--- src/hw/rtl/lswc_pkg.sv ---
// Shared types, widths and constants for the line segment window clipper.
// Used by every module of the block; depends on nothing.
`default_nettype none

package lswc_pkg;

    // Coordinate width of the segment, the window and the clipped result.
    localparam int CoordBits = 16;
    // Width of one signed component of a clip parameter (numerator or denominator).
    localparam int ParamBits = CoordBits + 2;
    // Width of a cross product of two parameter components.
    localparam int CrossBits = 2 * ParamBits + 1;
    // Width of the interpolation numerator base*d + n*delta.
    localparam int NumBits   = CoordBits + ParamBits + 2;
    // Quotient bits produced by the divider, one per stage.
    localparam int QuotBits  = CoordBits + 1;
    // Depth of the queue between the front and back parts.
    localparam int QueueDepth = 2;
    localparam int QueuePtrBits = $clog2(QueueDepth);

    // Window reset values.
    localparam logic signed [CoordBits-1:0] WindowMinReset = CoordBits'(100);
    localparam logic signed [CoordBits-1:0] WindowMaxReset = CoordBits'(400);

    // Configuration register indexes.
    typedef enum logic [1:0] {
        REG_LEFT   = 2'd0,
        REG_BOTTOM = 2'd1,
        REG_RIGHT  = 2'd2,
        REG_TOP    = 2'd3
    } t_cfg_idx;

    // One segment request.
    typedef struct packed {
        logic signed [CoordBits-1:0] start_x;
        logic signed [CoordBits-1:0] start_y;
        logic signed [CoordBits-1:0] end_x;
        logic signed [CoordBits-1:0] end_y;
    } t_seg_in;

    // One clipped result.
    typedef struct packed {
        logic signed [CoordBits-1:0] clipped_start_x;
        logic signed [CoordBits-1:0] clipped_start_y;
        logic signed [CoordBits-1:0] clipped_end_x;
        logic signed [CoordBits-1:0] clipped_end_y;
        logic                        visible;
    } t_seg_out;

    // Clip window held in configuration.
    typedef struct packed {
        logic signed [CoordBits-1:0] left;
        logic signed [CoordBits-1:0] bottom;
        logic signed [CoordBits-1:0] right;
        logic signed [CoordBits-1:0] top;
    } t_window;

    // A classified segment: endpoints, entry and exit fractions, visibility.
    typedef struct packed {
        logic signed [CoordBits-1:0] x0;
        logic signed [CoordBits-1:0] y0;
        logic signed [CoordBits-1:0] x1;
        logic signed [CoordBits-1:0] y1;
        logic signed [ParamBits-1:0] en;
        logic signed [ParamBits-1:0] ed;
        logic signed [ParamBits-1:0] xn;
        logic signed [ParamBits-1:0] xd;
        logic                        vis;
    } t_clip_job;

endpackage

`default_nettype wire

--- src/hw/rtl/lswc_queue.sv ---
// Short queue between the front and back parts of the clipper.
// Uses lswc_pkg for the job type and depth.
`default_nettype none

module lswc_queue (
    input  wire                   i_clk,
    input  wire                   i_rst_n,
    input  wire                   i_push,
    input  lswc_pkg::t_clip_job   i_job,
    input  wire                   i_pop,
    output logic                  o_empty,
    output logic                  o_full,
    output lswc_pkg::t_clip_job   o_job
);
    import lswc_pkg::*;

    t_clip_job                r_mem [QueueDepth];
    logic [QueuePtrBits-1:0]  r_wp, r_rp;
    logic [QueuePtrBits:0]    r_cnt;
    logic                     do_push, do_pop;

    assign o_empty = (r_cnt == '0);
    assign o_full  = (r_cnt == (QueuePtrBits+1)'(QueueDepth));
    assign do_push = i_push && !o_full;
    assign do_pop  = i_pop && !o_empty;
    assign o_job   = r_mem[r_rp];

    // Storage.
    always_ff @(posedge i_clk) begin
        if (do_push) r_mem[r_wp] <= i_job;
    end

    // Pointers and fill count.
    always_ff @(posedge i_clk) begin
        if (!i_rst_n) begin
            r_wp  <= '0;
            r_rp  <= '0;
            r_cnt <= '0;
        end else begin
            if (do_push) r_wp <= QueuePtrBits'((r_wp + 1'b1) % QueueDepth);
            if (do_pop)  r_rp <= QueuePtrBits'((r_rp + 1'b1) % QueueDepth);
            r_cnt <= r_cnt + (QueuePtrBits+1)'(do_push) - (QueuePtrBits+1)'(do_pop);
        end
    end

endmodule

`default_nettype wire

--- config.mk ---
export PLATFORM = sky130hd
export DESIGN_NAME = lswc_queue
export DESIGN_NICKNAME = d
export VERILOG_FILES = /design/src/hw/rtl/lswc_pkg.sv /design/src/hw/rtl/lswc_queue.sv
export SDC_FILE = /design/constraint.sdc
export NUM_CORES = 1
export LEC_CHECK = 0
export BUFFER_PORTS_ARGS = -buffer_cell sky130_fd_sc_hd__buf_2
export CORE_MARGIN = 3
export CORE_UTILIZATION = 30
export CTS_CLUSTER_DIAMETER = 200
export DETAILED_ROUTE_END_ITERATION = 8
export PLACE_DENSITY = 0.49
export SETUP_SLACK_MARGIN = 0.05
export SYNTH_ARGS = -nofsm -noshare
export SYNTH_HDL_FRONTEND = slang
export SYNTH_SLANG_ARGS = --single-unit
--- constraint.sdc ---
create_clock -name i_clk -period 22.2 [get_ports i_clk]
set_input_delay 4.44 -clock i_clk [delete_from_list [all_inputs] [get_ports i_clk]]
set_output_delay 4.44 -clock i_clk [all_outputs]
set_load 0.02 [all_outputs]
After elaboration in Yosys (flattened, before gate mapping)
Memory sizes are Yosys's and may differ from the RTL's. A register that Yosys moved wholly into a read port is not among the register bits.
Index checks and enable logic that the tools add are counted.
{ "word_totals": {"regBits": 4, "ramBits": 274, "inputBits": 141, "output_inout_bits": 139, "wordCells": 18, "mem_count": 1} }
{ "memory_table": {"columns": ["name", "words", "word_bits", "read_ports", "rd_clocked_by_memory_dff", "wr", "line_no", "rtl"], "rows": [
  ["r_mem", 2, 137, 1, 1, 1, "lswc_queue.sv:17", "t_clip_job r_mem [QueueDepth];"]
]} }
{ "classes": {"n_addsub": 4, "n_eq_ne": 1, "muxes": 4, "n_reduce_logical": 5} }
{ "ops": {"columns": ["operator", "count"], "rows": [
  ["1-bit two-way mux", 4],
  ["1-bit adder (second input constant)", 2],
  ["2-bit by 1-bit adder with 2-bit output", 1],
  ["2-bit == test (second input constant)", 1],
  ["1-bit logical AND", 2],
  ["1-bit zero test", 2],
  ["2-bit zero test", 1],
  ["2-bit by 1-bit subtractor with 2-bit output", 1]
]} }

Depth between registers and ports, before layout
{ "depth": {"word_depth": 5, "mapped_depth": 8, "depth_no_buf": 8} }

Worst setup path after synthesis
No wires, ideal clock.
{ "synth_path": {"path_type": "input -> register", "from": "in i_push", "to": "mem r_mem[0][0] (netlist bit), enable pin", "setup_ns": 0.635, "t_arrival_ns": 10.224, "required_ns": 21.565, "setup_slack_ns": 11.341, "path_stages": 2, "n_path_buf": 0, "path_cell_list": "nand2_1 > nor2_1"} }
{ "synth_via": {"elab_chain_cells": 3} }
{ "synth_lines": {"columns": ["item", "line_no", "rtl"], "rows": [
  ["from (decl)", "lswc_queue.sv:8", "input wire i_push,"],
  ["1-bit logical AND", "lswc_queue.sv:24", "assign do_push = i_push && !o_full;"],
  ["1-bit two-way mux", "lswc_queue.sv:30", "if (do_push) r_mem[r_wp] <= i_job;"],
  ["1-bit two-way mux (implied by the code)", "lswc_queue.sv:30", null],
  ["to (decl)", "lswc_queue.sv:17", null]
]} }
No other way between the ends.

==> metrics.md <==
| Metric | Value |
|---|---|
| Status | `finished clean` |
| DRT Wirelength | `21.5 mm` |
| Worst slack, placed | `15.85 ns` |
| Final critical-path share of the clock period | `30.7%` |
| Clock Sink Count | `279` |
| WL/cell | `17.6 um` |
| Hold path endpoint | `r_rp$_SDFFE_PN0P_` |
| Area Overhead vs Synth | `28.8%` |
| Commonest cells post-synth | `edfxtp_1 (274), mux2_2 (137), clkbuf_8 (10)` |
| Met3 usage | `4.52%` |
| DRT iter0 DRCs | `178` |
| Final Skew | `0.0102 ns` |
| Final Max Slew Viols | `0` |
| Register clock-pin slew on the reported worst setup and hold paths | `0.05 ns` |
| Sequential group share of total power | `41.1%` |
| Worst Setup Path Type | `register to primary output` |
| Yosys top cell area share | `80.7%` |
| Cell with the most instances after synthesis | `edfxtp_1` |
| Slew margin rel. | `29.6%` |
| Core area | `0.0330 sq mm` |
| Starting Density | `30.9%` |
| Max-cap violations | `0` |
| All-Layer GR Usage | `11.4%` |
| Hold_buf cts | `0` |
| Top Usage Layer GRT | `met2` |
| Adder-Cell Fraction of Synth Area | `0.245%` |
| Post-synthesis cell count | `453` |
| H-Tree Level Count | `2` |
| Most used DFF post-synth | `edfxtp_1` |
| Syn avg cell area | `22.5 sq um` |
| Register-to-Register Setup Slack | `20.03 ns` |
| Fill cells | `3105` |
| Setup Viol. Count Final | `0` |
| Asr flop ratio synth | `0%` |
| Largest family of logic cells by synthesized area | `multiplexers` |
| # rows | `66` |
| Reg area | `0.00833 sq mm` |
| Static leakage | `4.86 nW` |
| Hold depth | `2` |
| Clock Tree Root | `clkbuf_16` |
| Synth Area in Compound Gates | `0.0736%` |
| Design area | `0.0131 sq mm` |
| Clock share of power | `32.3%` |
| Gate power share | `26.5%` |
| Power per Cell Area | `130 mW/mm^2` |
| Switching Fraction | `29.0%` |
| Synthesis Warnings | `0` |
| Overflow after GRT | `0` |
| Via density | `4.24` |
| First-pass GRT wire length | `32.0 mm` |
| Mux cell area share after synthesis | `15.2%` |
| Die height | `190 um` |
| Post-CTS Setup Repair Bufs | `0` |
| Largest net degree at the start of global routing | `72` |
| Setup WS post-layout | `15.39 ns` |
| Max IR drop VDD | `0.107 mV` |
| Global Route met2 Usage | `18.6%` |
| Critical path launch point type | `register` |
| Vias | `5169` |
| Least-Margin Pin Slew | `1.06 ns` |
| CTS Buf Count | `34` |
| Met1 usage | `14.2%` |
| CTS tree | `done` |
| Area leader, netlist | `edfxtp_1` |
| Min-delay worst type | `register to register` |
| Fin nets | `902` |
| Hold_sp | `r_rp$_SDFFE_PN0P_` |
| Total power | `1.71 mW` |
| Post-Syn Nets | `596` |
| Post-synth EDFFs | `274` |
| DR pass1 iterations | `4` |
| Reg-to-Reg Start | `r_cnt[0]$_SDFF_PN0_` |
| Vias in the first global route | `5642` |
| IO Port Bufs | `279` |
| Gpl congestion | `0.684` |
| Clk buf depth | `3` |
| Cts repair resizes | `0` |
| Synth unique cells | `17` |
| Xor/xnor cell area share of the yosys netlist | `0.172%` |
| Final min period | `6.81 ns` |
| Post-route antenna net violation count | `0` |
| DP HPWL | `13.6 mm` |
| Area of the multi-input gates | `0.00168 sq mm` |
| Hold Fails Final Rpt | `0` |
| Setup tns final | `0 ns` |
| Int Pwr | `1.21 mW` |
| Die Width | `190 um` |
| Placed inst area | `0.0120 sq mm` |
| Arr. time, crit path | `2.37 ns` |
| Seq/Total Area, Yosys | `81.7%` |
| Unrepaired setup endpoints after global routing | `no` |
| Die area | `0.0362 sq mm` |
| Synth top area cells | `edfxtp_1 (81%), mux2_2 (15%), clkbuf_8 (1.3%)` |
| # IOs | `280` |
| CP max FO | `61` |
| Synth Area in Simple Gates | `0.613%` |
| Crit. End Element | `primary output` |
| Worst EP required | `17.76 ns` |
| Initial antenna violation count | `4` |
| FF-to-FF End | `r_mem[1][94]$_DFFE_PP_` |
| Mapped cell area | `0.0102 sq mm` |
| Reg2Reg Depth | `3` |
| FF+latch count, synth | `279` |
| # DRC | `0` |
| Sw power | `495 uW` |
| Clock latency on the worst-skew pair | `0.49 ns` |
| Max Clock Freq | `147 MHz` |
| Fraction of layout cells with a size suffix above 1 | `60.2%` |
logic make-up (layout without fill, tap and decap cells):
group / Yosys count / count (layout)
AOI/OAI and AO/OA: 1 / 1
xor gates and xnor gates: 2 / 2
adders and majority gates: 2 / 2
buffers and inverters: 18 / 342
DFF: 279 / 279
muxes: 138 / 138
other: 0 / 1
and+or+nand+nor: 13 / 13
power groups by stage:
stage / registers [mW] / logic, mW / clock network, mW
finish: 0.701 / 0.452 / 0.552
global route: 0.709 / 0.489 / 0.596
CTS: 0.703 / 0.466 / 0.573
detailed placement: 0.713 / 0.464 / 0
global placement: 0.711 / 0.465 / 0
floorplan: 0.719 / 0.328 / 0
critical path: stages, from the launching register on:
cell     delay [ns]
dfxtp_4        0.48
buf_4          0.69
mux2_2         0.46
buf_2          0.17
registers in the layout (all words and copies together) (netlist names), named ones only:
register and count:
r_wp 1, r_rp 1, r_mem 274, r_cnt 2
worst max path at each step:
| stage | endpoint | depth (start not counted) | from | slack (ns) |
|---|---|---|---|---|
| detailed placement | o_job[94] | 3 | register | 15.85 |
| finish | o_job[114] | 3 | register | 15.39 |
| global placement | o_job[94] | 3 | register | 15.85 |
| floorplan | r_mem[0][0]$_DFFE_PP_ | 2 | i_push | 11.34 |
| global route | o_job[94] | 3 | register | 15.26 |
| CTS | o_job[94] | 3 | register | 15.31 |
layout by cell type (no fill, tap or decap), types with 3 or more instances in the layout:
cell and n:
nor2_1 4, buf_2 279, mux2_2 137, buf_4 6, inv_1 3, edfxtp_1 274
bufinv_16 5, clkbuf_16 37, dfxtp_1 4, clkbuf_1 11
through the flow:
stage,cells,hold slack (ns),util [%]
6_report,1220,0.516,39.8
3_3_place_gp,1165,0.494,36.4
3_5_place_dp,1165,0.504,36.4
5_1_grt,1219,0.555,39.8
4_1_cts,1219,0.519,39.8
2_1_floorplan,453,0.455,-
routing by layer:
| layer | vias to the layer above | share of wire (%) |
|---|---|---|
| met2 | 193 | 47 |
| met3 | 38 | 9.1 |
| met1 | 2520 | 42 |
| met5 | - | 0.19 |
| met4 | 6 | 2.2 |
| li1 | 2412 | - |
cell type report:
type	instances	area share, %
Clock inverter	6	1.18
Multi-Input combinational cell	156	12.8
Tap cell	442	4.21
Timing Repair Buffer	285	11.0
Clock buffer	48	7.36
Antenna cell	1	0.0190
Sequential cell	279	63.4
Inverter	3	0.0857
Note: power is estimated with default switching activity, not from simulation.
